`config.mk`:
```
export PLATFORM = sky130hd
export DESIGN_NAME = e2g_sqrt
export DESIGN_NICKNAME = d
export VERILOG_FILES = /design/src/rtl/core/e2g_pkg.sv /design/src/rtl/core/e2g_sqrt.sv
export SDC_FILE = /design/constraint.sdc
export NUM_CORES = 2
export LEC_CHECK = 0
export BUFFER_PORTS_ARGS = -buffer_cell sky130_fd_sc_hd__buf_2
export CORE_MARGIN = 5
export CORE_UTILIZATION = 50
export CTS_CLUSTER_SIZE = 14
export DETAILED_ROUTE_END_ITERATION = 8
export PLACE_DENSITY = 0.75
export SETUP_SLACK_MARGIN = 0.15
export SYNTH_ARGS = -nofsm -noshare
export SYNTH_HDL_FRONTEND = slang
export SYNTH_SLANG_ARGS = --single-unit
```
`constraint.sdc`:
```
create_clock -name i_clk -period 3.9 [get_ports i_clk]
set_input_delay 0.585 -clock i_clk [delete_from_list [all_inputs] [get_ports i_clk]]
set_output_delay 0.585 -clock i_clk [all_outputs]
set_load 0.005 [all_outputs]
```
`src/rtl/core/e2g_pkg.sv`:
```
// ============================================================================
// e2g_pkg: shared types, constants and table functions
// Fixed-point formats, WGS84 constants and elaboration-time CORDIC tables
// for the ECEF to geodetic converter.
// ============================================================================
`default_nettype none

package e2g_pkg;

    // datapath widths
    localparam int XW = 48;          // positions and ratios, signed
    localparam int AW = 50;          // internal angles, signed, pi = 2^AF
    localparam int AF = 47;
    localparam int MAX_STG = 48;
    localparam int CORDIC_STAGES_DEF = 32;

    // fixed-point constants
    localparam longint PI_I      = 64'sd1 << AF;
    localparam longint HALF_PI_I = 64'sd1 << (AF - 1);
    localparam longint ONE30     = 64'sd1 << 30;
    localparam longint A_MM      = 64'sd6378137000;
    localparam longint A_INT     = 64'sd1632803072000;
    localparam longint EA_INT    = 64'sd10930604213;
    localparam longint HB_INT    = 64'sd10967375747;
    localparam longint OMF_Q30   = 64'sd1070141771;
    localparam longint E2_Q30    = 64'sd7188036;
    localparam longint H_MAX     = 64'sd8589934591;
    localparam longint H_MIN     = -64'sd8589934592;

    // data handed from one CORDIC cell to the next
    typedef struct packed {
        logic signed [XW-1:0] x;
        logic signed [XW-1:0] y;
        logic signed [AW-1:0] a;
        logic                 zero;
    } t_crd;

    // unsigned 64-bit quotient by shift and subtract, table building only
    function automatic longint e2g_udiv(input longint num, input longint den);
        logic [63:0] n;
        logic [63:0] d;
        logic [63:0] q;
        logic [63:0] r;
        int i;
        n = num;
        d = den;
        q = '0;
        r = '0;
        for (i = 63; i >= 0; i--) begin
            r = {r[62:0], n[i]};
            if (r >= d) begin
                r    = r - d;
                q[i] = 1'b1;
            end
        end
        return longint'(q);
    endfunction

    // atan(1/n) in Q60
    function automatic longint e2g_atan_inv(input longint n);
        longint term;
        longint sum;
        longint k;
        longint d;
        term = e2g_udiv(64'sd1 <<< 60, n);
        sum  = 0;
        k    = 0;
        while (term > 0) begin
            d = e2g_udiv(term, 2 * k + 1);
            if (k[0]) sum = sum - d;
            else      sum = sum + d;
            term = e2g_udiv(term, n * n);
            k = k + 1;
        end
        return sum;
    endfunction

    // atan(2^-i) in Q60
    function automatic longint e2g_atan_pow2(input int i);
        longint sum;
        longint d;
        int k;
        sum = 0;
        for (k = 0; 60 - i * (2 * k + 1) >= 0; k++) begin
            d = e2g_udiv(64'sd1 <<< (60 - i * (2 * k + 1)), 2 * k + 1);
            if (k[0]) sum = sum - d;
            else      sum = sum + d;
        end
        return sum;
    endfunction

    // floor(num * 2^bits / den)
    function automatic longint e2g_divq(input longint num, input longint den, input int bits);
        logic [63:0] d;
        logic [63:0] q;
        logic [63:0] rem;
        int i;
        d   = den;
        q   = e2g_udiv(num, den);
        rem = 64'(num) - q * d;
        for (i = 0; i < bits; i++) begin
            rem = rem << 1;
            q   = q << 1;
            if (rem >= d) begin
                rem = rem - d;
                q   = q | 64'd1;
            end
        end
        return longint'(q);
    endfunction

    // micro-rotation angle of stage i, pi = 2^AF
    function automatic longint e2g_atan(input int i);
        longint pi60;
        pi60 = 16 * e2g_atan_inv(64'sd5) - 4 * e2g_atan_inv(64'sd239);
        if (i == 0) return 64'sd1 <<< (AF - 2);
        return e2g_divq(e2g_atan_pow2(i), pi60, AF);
    endfunction

    // reciprocal of the CORDIC gain in Q30, measured by vectoring (2^30, 0)
    function automatic longint e2g_invk(input int n);
        longint x;
        longint y;
        longint dx;
        longint dy;
        int i;
        x = ONE30;
        y = 0;
        for (i = 0; i < n; i++) begin
            dx = y >>> i;
            dy = x >>> i;
            if (y >= 0) begin
                x = x + dx;
                y = y - dy;
            end else begin
                x = x - dx;
                y = y + dy;
            end
        end
        if (x > 0) return e2g_udiv(64'sd1 <<< 60, x);
        return ONE30;
    endfunction

endpackage

`default_nettype wire

```
`src/rtl/core/e2g_sqrt.sv`:
```
// ============================================================================
// e2g_sqrt: pipelined bitwise integer square root
// floor(sqrt(w * 2^30)) for w <= 2^30, one result bit per stage.
// ============================================================================
`default_nettype none

module e2g_sqrt import e2g_pkg::*; (
    input  wire logic        i_clk,
    input  wire logic [30:0] i_w,
    output logic      [30:0] o_r
);

    localparam int NB = 32;

    logic [62:0] w_v [0:NB];
    logic [62:0] w_r [0:NB];

    assign w_v[0] = {2'b00, i_w, 30'd0};
    assign w_r[0] = '0;

    // one trial subtraction per stage, from the top bit pair down
    generate
        for (genvar g = 0; g < NB; g++) begin : g_step
            localparam logic [62:0] BIT = 63'd1 << (62 - 2 * g);
            logic [62:0] w_t;
            logic [62:0] r_v;
            logic [62:0] r_r;

            assign w_t = w_r[g] + BIT;

            always_ff @(posedge i_clk) begin
                if (w_v[g] >= w_t) begin
                    r_v <= w_v[g] - w_t;
                    r_r <= (w_r[g] >> 1) + BIT;
                end else begin
                    r_v <= w_v[g];
                    r_r <= w_r[g] >> 1;
                end
            end

            assign w_v[g+1] = r_v;
            assign w_r[g+1] = r_r;
        end
    endgenerate

    assign o_r = w_r[NB][30:0];

endmodule

`default_nettype wire

```
==> impl_metrics.toml <==
[timing]
fmax_mhz = 274
drv_slew = 0
grt_setup_unrepaired = "true"
finalSetupViolCount = 0
timing.setup.tns_ps = 0
worst_slew_pin_slew_ps = 930
hold_violations = 0
setup_ws_ps = 251
timing.final.crit_share_pct = 93.6
fin_skew_ps = 80.9
slew_headroom_pct = 37.5
timing.hold.ws_ps = 314
fin_crit_ps = 3650

[clock_tree]
clk_latency_ps = 820
cts_inserted_buffers = 172
cts-root-buf = "clkbuf_16"
cts.sinks = 1712
clkTransAtPathRegs_ps = 60
cts_tree = "done"
h-tree-depth = 4
clock_path_buffers = 3

[route]
final_antenna_net_count = 0
vias = 55600
routed_via_density = 5.51
routed_wl_um = 164000
drt_iter0_drc = 3223
drc = 0
wire_per_inst_um = 16.3
drtPass1Iterations = 8

[logic_synthesis]
synth_top_area_share_pct = 46.8
yosys.area_share.simple_pct = 16.1
synthAdderAreaFrac_pct = 8.83
synth_compound_area_share_pct = 13.6
async_flop_share_pct = 0
synth_edf_count = 0
ys_warn_count = 0
synth-main-ff-cell = "dfxtp_1"
netlist_top_cells_area = "dfxtp_1, ha_1, xnor2_1, xor2_1, inv_1"
ys_types = 91
yosys-mux-area-fraction_pct = 0.800
synth_top_area_cell = "dfxtp_1"
postSynthCellCount = 7855
synth_most_common_cell = "dfxtp_1"
synth.ff_latch_count = 1712
avgSynthCellArea_um2 = 9.32
synthTopCellsByCount = "dfxtp_1, inv_1, nand2_1, nor2_1, ha_1"
yosysSeqAreaShare_pct = 46.8
syn_area_mm2 = 0.0732
synthXorXnorAreaFrac_pct = 9.53
synth_top_family_by_area = "simple AND/OR/NAND/NOR gates"

[pwr]
finalPower_mw = 55.7
ir_drop_mv = 0.581
powerDensity_mw_per_mm2 = 673
p_leak_nw = 38.4

[global_route]
grt_max_degree = 57
gr-total-overflow = 0
grt_pass1_vias = 55400
grt_pass1_wl_um = 270000
antenna_found_initial = 6
grt_util_all_layers_pct = 20.9

[layout]
stdcell_area_mm2 = 0.0827
nets = 8572
n_fill_cell = 12200
antenna_cells = 0
final_layout_size_suffix_gt1_share_pct = 7.38
final_cells = 10100
fin_util_pct = 56.8
area_growth_pct = 13.0

[place]
dp_cells = 9738
post_dp_cell_area_mm2 = 0.0759
gp_congestion = 0.923
place_ws_ps = -76.5
dp_hpwl_um = 123000
port_buffers = 62

[setup_path]
cp.arrival_ps = 4330
reg2reg_depth = 15
criticalPathCategory = "flip-flop to flip-flop"
crit_fanout = 10
worstSetupStartpointType = "flip-flop"
cp.required_ps = 4580
end_kind = "flip-flop"

[floorplanning]
start_util_pct = 50.3
die_area_mm2 = 0.154
row_count = 140
pin_count = 63
fp.dieH_um = 393
core-area_mm2 = 0.146
fp.dieW_um = 393

[worst_hold_path]
min_path_cells = 0
min_path_type = "flip-flop to flip-flop"

[outcome]
status = "finished, final reports clean"

[flow_run]
drv_cap = 0
-- repair_timing --
| item | 4_1_cts | 5_1_grt |
|---|---|---|
| resized for setup | 7 | 41 |
| endpoints found under the setup margin | 15 | 93 |
| pin swaps | 1 | 9 |
| hold endpoints to repair | 31 | 0 |
| buffers inserted | 0 | 6 |
| hold buffers | 31 | 0 |
-- routing by layer --
metal	vias up	global-route usage, %	part of all wire, %
li1	27600	-	-
met1	25800	24.1	41
met2	1652	38.3	50
met3	517	3.05	4.6
met4	4	9.67	4.4
met5	-	0	0.016
-- logic make-up (layout without fill, tap and decap cells) --
group                    count (synthesis)  in the layout
XOR/XNOR                               796            796
multiplexers                            53             53
adder cells (fa/ha/maj)                508            508
buffers and inverters                  826           1144
AO/OA/AOI/OAI                         1608           1608
other                                    1              2
flip-flops                            1712           1712
AND/OR/NAND/NOR                       2351           2351
-- layout by cell type (no fill, tap or decap), types with 69 or more instances in the layout --
cell / instances
dfxtp_1: 1712
inv_1: 647
nand2_1: 599
nor2_1: 530
ha_1: 493
a21oi_1: 471
o21ai_0: 442
xnor2_1: 408
xor2_1: 388
nor3_1: 225
a21o_1: 195
clkbuf_16: 172
nand3_1: 155
nor4_1: 150
or3_1: 111
nand4_1: 97
nand2b_1: 89
buf_4: 77
o21a_1: 72
or4_1: 69
-- sequential cells by signal (all words and copies together), names as in the netlist --
register	flops
g_step.r_v	1216
g_step.r_r	496
-- power by group --
| group | switching, mW | internal, mW |
|---|---|---|
| registers | 3.87 | 21.8 |
| logic | 6.80 | 5.72 |
| clock network | 7.10 | 10.4 |
-- worst paths after layout --
check,startpoint,to,slack [ps]
setup reg to reg,g_step[23].r_r[16],g_step[24].r_v[54],250
setup / recovery,g_step[23].r_r[16],g_step[24].r_v[54],250
hold / removal,g_step[26].r_r[18],g_step[27].r_r[17],310
hold reg to reg,g_step[26].r_r[18],g_step[27].r_r[17],310
-- worst max-delay path, cell delays in order (launching register included) --
cell and delay, ps:
dfxtp_1 330, inv_1 50, ha_2 180, fa_2 400, a21oi_2 160, o21ai_1 120
a2111oi_2 400, buf_4 180, o31ai_2 100, a221oi_1 300, buf_4 180, o21ai_1 110
or4b_1 540, buf_6 180, nor4_4 150, xor2_1 170
-- final cells by class --
class	count	area, µm²	area share, %
well taps	1917	2400	2.90
clock inverters	84	1360	1.65
repair buffers	174	1260	1.52
inverters	654	2450	2.97
multi-input cells	5318	36100	43.6
flip-flops and latches	1712	34300	41.4
clock buffers	232	4890	5.91
No activity file was read; power rests on OpenSTA's default activity.
