**src/rtl/core/e2g_pkg.sv**
```systemverilog
// ============================================================================
// e2g_pkg: shared types, constants and table functions
// Fixed-point formats, WGS84 constants and elaboration-time CORDIC tables
// for the ECEF to geodetic converter.
// ============================================================================
`default_nettype none

package e2g_pkg;

    // datapath widths
    localparam int XW = 48;          // positions and ratios, signed
    localparam int AW = 50;          // internal angles, signed, pi = 2^AF
    localparam int AF = 47;
    localparam int MAX_STG = 48;
    localparam int CORDIC_STAGES_DEF = 32;

    // fixed-point constants
    localparam longint PI_I      = 64'sd1 << AF;
    localparam longint HALF_PI_I = 64'sd1 << (AF - 1);
    localparam longint ONE30     = 64'sd1 << 30;
    localparam longint A_MM      = 64'sd6378137000;
    localparam longint A_INT     = 64'sd1632803072000;
    localparam longint EA_INT    = 64'sd10930604213;
    localparam longint HB_INT    = 64'sd10967375747;
    localparam longint OMF_Q30   = 64'sd1070141771;
    localparam longint E2_Q30    = 64'sd7188036;
    localparam longint H_MAX     = 64'sd8589934591;
    localparam longint H_MIN     = -64'sd8589934592;

    // data handed from one CORDIC cell to the next
    typedef struct packed {
        logic signed [XW-1:0] x;
        logic signed [XW-1:0] y;
        logic signed [AW-1:0] a;
        logic                 zero;
    } t_crd;

    // unsigned 64-bit quotient by shift and subtract, table building only
    function automatic longint e2g_udiv(input longint num, input longint den);
        logic [63:0] n;
        logic [63:0] d;
        logic [63:0] q;
        logic [63:0] r;
        int i;
        n = num;
        d = den;
        q = '0;
        r = '0;
        for (i = 63; i >= 0; i--) begin
            r = {r[62:0], n[i]};
            if (r >= d) begin
                r    = r - d;
                q[i] = 1'b1;
            end
        end
        return longint'(q);
    endfunction

    // atan(1/n) in Q60
    function automatic longint e2g_atan_inv(input longint n);
        longint term;
        longint sum;
        longint k;
        longint d;
        term = e2g_udiv(64'sd1 <<< 60, n);
        sum  = 0;
        k    = 0;
        while (term > 0) begin
            d = e2g_udiv(term, 2 * k + 1);
            if (k[0]) sum = sum - d;
            else      sum = sum + d;
            term = e2g_udiv(term, n * n);
            k = k + 1;
        end
        return sum;
    endfunction

    // atan(2^-i) in Q60
    function automatic longint e2g_atan_pow2(input int i);
        longint sum;
        longint d;
        int k;
        sum = 0;
        for (k = 0; 60 - i * (2 * k + 1) >= 0; k++) begin
            d = e2g_udiv(64'sd1 <<< (60 - i * (2 * k + 1)), 2 * k + 1);
            if (k[0]) sum = sum - d;
            else      sum = sum + d;
        end
        return sum;
    endfunction

    // floor(num * 2^bits / den)
    function automatic longint e2g_divq(input longint num, input longint den, input int bits);
        logic [63:0] d;
        logic [63:0] q;
        logic [63:0] rem;
        int i;
        d   = den;
        q   = e2g_udiv(num, den);
        rem = 64'(num) - q * d;
        for (i = 0; i < bits; i++) begin
            rem = rem << 1;
            q   = q << 1;
            if (rem >= d) begin
                rem = rem - d;
                q   = q | 64'd1;
            end
        end
        return longint'(q);
    endfunction

    // micro-rotation angle of stage i, pi = 2^AF
    function automatic longint e2g_atan(input int i);
        longint pi60;
        pi60 = 16 * e2g_atan_inv(64'sd5) - 4 * e2g_atan_inv(64'sd239);
        if (i == 0) return 64'sd1 <<< (AF - 2);
        return e2g_divq(e2g_atan_pow2(i), pi60, AF);
    endfunction

    // reciprocal of the CORDIC gain in Q30, measured by vectoring (2^30, 0)
    function automatic longint e2g_invk(input int n);
        longint x;
        longint y;
        longint dx;
        longint dy;
        int i;
        x = ONE30;
        y = 0;
        for (i = 0; i < n; i++) begin
            dx = y >>> i;
            dy = x >>> i;
            if (y >= 0) begin
                x = x + dx;
                y = y - dy;
            end else begin
                x = x - dx;
                y = y + dy;
            end
        end
        if (x > 0) return e2g_udiv(64'sd1 <<< 60, x);
        return ONE30;
    endfunction

endpackage

`default_nettype wire

```
**src/rtl/core/e2g_mul30.sv**
```systemverilog
// ============================================================================
// e2g_mul30: pipelined signed Q30 multiplier
// Returns (a * b) >> 30 truncated toward zero, from two registered partial
// products between registered magnitudes and a registered result.
// ============================================================================
`default_nettype none

module e2g_mul30 import e2g_pkg::*; (
    input  wire logic               i_clk,
    input  wire logic signed [47:0] i_a,
    input  wire logic signed [32:0] i_b,
    output logic signed      [47:0] o_p
);

    logic        r_neg1;
    logic [47:0] r_m;
    logic [32:0] r_n;
    logic        r_neg2;
    logic [56:0] r_pl;
    logic [56:0] r_ph;
    logic [47:0] r_p;
    logic [80:0] w_sum;
    logic [47:0] w_mag;

    // sign and magnitudes
    always_ff @(posedge i_clk) begin
        r_neg1 <= i_a[47] ^ i_b[32];
        r_m    <= i_a[47] ? 48'(-i_a) : 48'(i_a);
        r_n    <= i_b[32] ? 33'(-i_b) : 33'(i_b);
    end

    // two partial products
    always_ff @(posedge i_clk) begin
        r_neg2 <= r_neg1;
        r_pl   <= {33'd0, r_m[23:0]} * {24'd0, r_n};
        r_ph   <= {33'd0, r_m[47:24]} * {24'd0, r_n};
    end

    // combine, scale and restore the sign
    assign w_sum = {r_ph, 24'd0} + 81'(r_pl);
    assign w_mag = w_sum[77:30];

    always_ff @(posedge i_clk) begin
        r_p <= r_neg2 ? 48'(-w_mag) : w_mag;
    end

    assign o_p = $signed(r_p);

endmodule

`default_nettype wire

```
**config.mk**
```make
export PLATFORM = sky130hd
export DESIGN_NAME = e2g_mul30
export DESIGN_NICKNAME = d
export VERILOG_FILES = /design/src/rtl/core/e2g_pkg.sv /design/src/rtl/core/e2g_mul30.sv
export SDC_FILE = /design/constraint.sdc
export NUM_CORES = 2
export LEC_CHECK = 0
export ABC_CLOCK_PERIOD_IN_PS = 17150
export BUFFER_PORTS_ARGS = -buffer_cell sky130_fd_sc_hd__buf_4
export CORE_AREA = 2 2 347 349
export DETAILED_ROUTE_END_ITERATION = 7
export DIE_AREA = 0 0 349 351
export PLACE_DENSITY = 0.66
export SYNTH_ARGS = -nofsm -noshare
export SYNTH_HDL_FRONTEND = slang
export SYNTH_SLANG_ARGS = --single-unit
export TNS_END_PERCENT = 50
```
**constraint.sdc**
```tcl
create_clock -name i_clk -period 17.15 [get_ports i_clk]
set_input_delay 1.715 -clock i_clk [delete_from_list [all_inputs] [get_ports i_clk]]
set_output_delay 1.715 -clock i_clk [all_outputs]
set_load 0.02 [all_outputs]
```
==> impl_metrics.py <==
metrics = {
    "status": {
        "status": "finished, final reports clean",
    },
    "global_routing": {
        "grt_overflow": 0,
        "grt_util_all_layers_pct": 28.93,
        "grt_pass1_wl_mm": 273.8,
        "grt_busiest_layer": "met2",
        "met1_usage_pct": 37.95,
        "met2_usage_pct": 48.16,
        "antenna_found_initial": 16,
        "grt_pass1_vias": 48460,
        "grt_use_met3_pct": 4.727,
        "grt_max_degree": 60,
    },
    "yosys": {
        "ys_seq_area_share_pct": 7.387,
        "ys_ff_latch": 218,
        "synth.avg_cell_area_um2": 8.942,
        "synth_cell_types": 77,
        "async_reset_ff_share_pct": 0,
        "syn_nets": 8423,
        "synth_ff_type": "dfxtp_1",
        "synth_edf_count": 0,
        "synth_cells": 6607,
        "synth_area_um2": 59080,
        "yosysWarnings": 0,
    },
    "timing": {
        "hold_viol": 0,
        "slew_headroom_pct": 28.78,
        "period_share_pct": 49.20,
        "setup_tns_ps": 0,
        "timing.final.max_slew_violations": 0,
        "rsz0062_at_grt": "no",
        "finClkSkew_ps": 25.32,
        "fmax_mhz": 118.5,
        "period_needed_ps": 8437,
        "hold_ws_ps": 362.4,
        "finalSetupViolCount": 0,
        "tightest_slew_ps": 1068,
    },
    "routing": {
        "vias_per_cell": 5.481,
        "num_vias": 44200,
        "first_pass_iters": 5,
        "wl_per_cell_um": 20.98,
        "ant_nets": 0,
        "drtIter0Drc": 3250,
        "drc": 0,
        "routed_wl_mm": 169.2,
    },
    "floorplanning": {
        "io_pins": 130,
        "die-area_um2": 122500,
        "core_area_um2": 119000,
        "rows": 127,
        "die_h_um": 351,
        "fp.dieW_um": 349,
        "start_util_pct": 49.64,
    },
    "clocking": {
        "cts.htree.levels": 1,
        "hold_buffers": 0,
        "cts.sinks": 218,
        "numCtsBuffers": 30,
        "cts_tree": "yes",
        "clk-insertion-delay-late_ps": 630,
        "cts_root_buffer": "clkbuf_16",
        "post_cts_buffers": 0,
        "path_clk_slew_ps": 60,
        "clockBufferDepth": 3,
        "cts.repair.resized": 0,
    },
    "critical_path": {
        "crit_path_end_kind": "flop",
        "cp_common_cell": "fa_1",
        "startpoint_type": "flop",
        "arrival_ps": 8980,
        "crit_type": "reg2reg",
        "critical_path.slowest_cell": "fa_1",
        "cpPeakStageDelay_ps": 570,
        "required_ps": 17690,
        "crit_path_max_fanout": 31,
    },
    "final_layout": {
        "syn_to_final_growth_pct": 5.536,
        "fin_nets": 8305,
        "final_common_cell": "inv_1",
        "final_cell_mix": "1505 x inv_1, 1357 x fa_1, 906 x nand2_1",
        "layout-drive-gt1-share_pct": 4.821,
        "nFillCells": 10920,
    },
    "placement": {
        "gp_congestion": 0.9097,
        "hpwl_mm": 128.1,
        "io_buffers": 129,
    },
    "hold_path": {
        "hp-class": "reg2reg",
    },
    "run": {
        "cap_violations": 0,
    },
}
[state kept, by name (all words and copies together), names as in the netlist]
name    count
r_ph       54
r_neg2      1
r_m        48
r_neg1      1
o_p        48
r_pl       33
r_n        33
[cells in the mapped netlist, drive strengths merged (4+ instances only)]
library cell | n | area share, %
nor2 | 90 | 0.57
nor4b | 6 | 0.089
a21oi | 134 | 1.2
clkbuf | 343 | 2.2
nand3 | 52 | 0.44
a221oi | 6 | 0.089
o31a | 5 | 0.074
o41ai | 20 | 0.30
nor2b | 12 | 0.13
o21bai | 16 | 0.20
or4 | 17 | 0.22
nand2 | 906 | 5.8
o221ai | 4 | 0.059
nand4 | 30 | 0.32
and3 | 18 | 0.20
a21boi | 11 | 0.14
inv | 1505 | 9.6
dfxtp | 218 | 7.4
a211o | 6 | 0.089
ha | 377 | 8.0
o2111ai | 7 | 0.10
or2 | 8 | 0.085
or3 | 24 | 0.25
nor3 | 38 | 0.32
o211ai | 11 | 0.14
mux2i | 4 | 0.068
o21ai | 93 | 0.79
a21o | 67 | 0.85
a211oi | 11 | 0.15
a31oi | 12 | 0.13
nand2b | 15 | 0.16
o31ai | 32 | 0.41
o22ai | 5 | 0.053
o21a | 30 | 0.38
buf | 10 | 0.12
and2 | 802 | 8.5
xor2 | 52 | 0.77
nor4 | 18 | 0.22
fa | 1357 | 46
xnor2 | 180 | 2.7
and4 | 9 | 0.14
a31o | 4 | 0.059
[layer usage]
metal	part of all wire (%)	wire (µm)
met1	41	68670
met4	4.6	7728
met5	0.080	136
met2	47	79440
met3	7.8	13270
[area by class of cell]
class | instances | area (µm²) | area share (%)
diodes | 4 | 10.01 | 0.01605
clock buffers | 38 | 850.8 | 1.365
clock inverters | 18 | 272.8 | 0.4375
inverters | 1505 | 5649 | 9.061
multi-input cells | 4531 | 47700 | 76.51
flip-flops and latches | 218 | 4400 | 7.058
well taps | 1548 | 1937 | 3.107
repair buffers | 203 | 1524 | 2.444
[logic make-up (layout without fill, tap and decap cells)]
family | count (synthesis) | after routing | synth area share (%)
and+or+nand+nor | 2054 | 2054 | 17.56
buffers and inverters | 1858 | 1764 | 11.86
adders and majority gates | 1734 | 1734 | 53.97
AOI/OAI and AO/OA | 505 | 505 | 5.678
xor gates and xnor gates | 232 | 232 | 3.440
DFF | 218 | 218 | 7.387
muxes | 6 | 6 | 0.1059
other | 0 | 4 | 0
[through the flow]
step / area (µm²) / cells / utilization, % / setup WS (ps)
finish: 62350 / 8065 / 52.38 / 8713
global route: 62340 / 8062 / 52.38 / 8277
CTS: 62340 / 8061 / 52.38 / 8733
detailed placement: 61210 / 8005 / 51.43 / 8719
global placement: 61210 / 8005 / 51.43 / 8774
floorplan: 59080 / 6607 / - / 10010
[critical path, delay by kind of cell (launching register included)]
kind	cells	cell delay, ps
XOR/XNOR	1	210
AND/OR/NAND/NOR	3	640
flip-flops	1	320
AO/OA/AOI/OAI	8	2110
buffers and inverters	8	1090
adder cells (fa/ha/maj)	8	3930
[worst paths after layout]
| path | startpoint | to | slack, ps | depth (start not counted) |
|---|---|---|---|---|
| max | r_n[18]$_DFF_P_ | r_ph[51]$_DFF_P_ | 8710 | 28 |
| min | r_neg1$_DFF_P_ | r_neg2$_DFF_P_ | 360 | 0 |
| min reg2reg | r_neg1$_DFF_P_ | r_neg2$_DFF_P_ | 360 | 0 |
| max reg2reg | r_n[18]$_DFF_P_ | r_ph[51]$_DFF_P_ | 8710 | 28 |
Power is left out: the tool's default activity adds up to more than one toggle a clock period on the data nets, which glitch-free logic cannot reach.
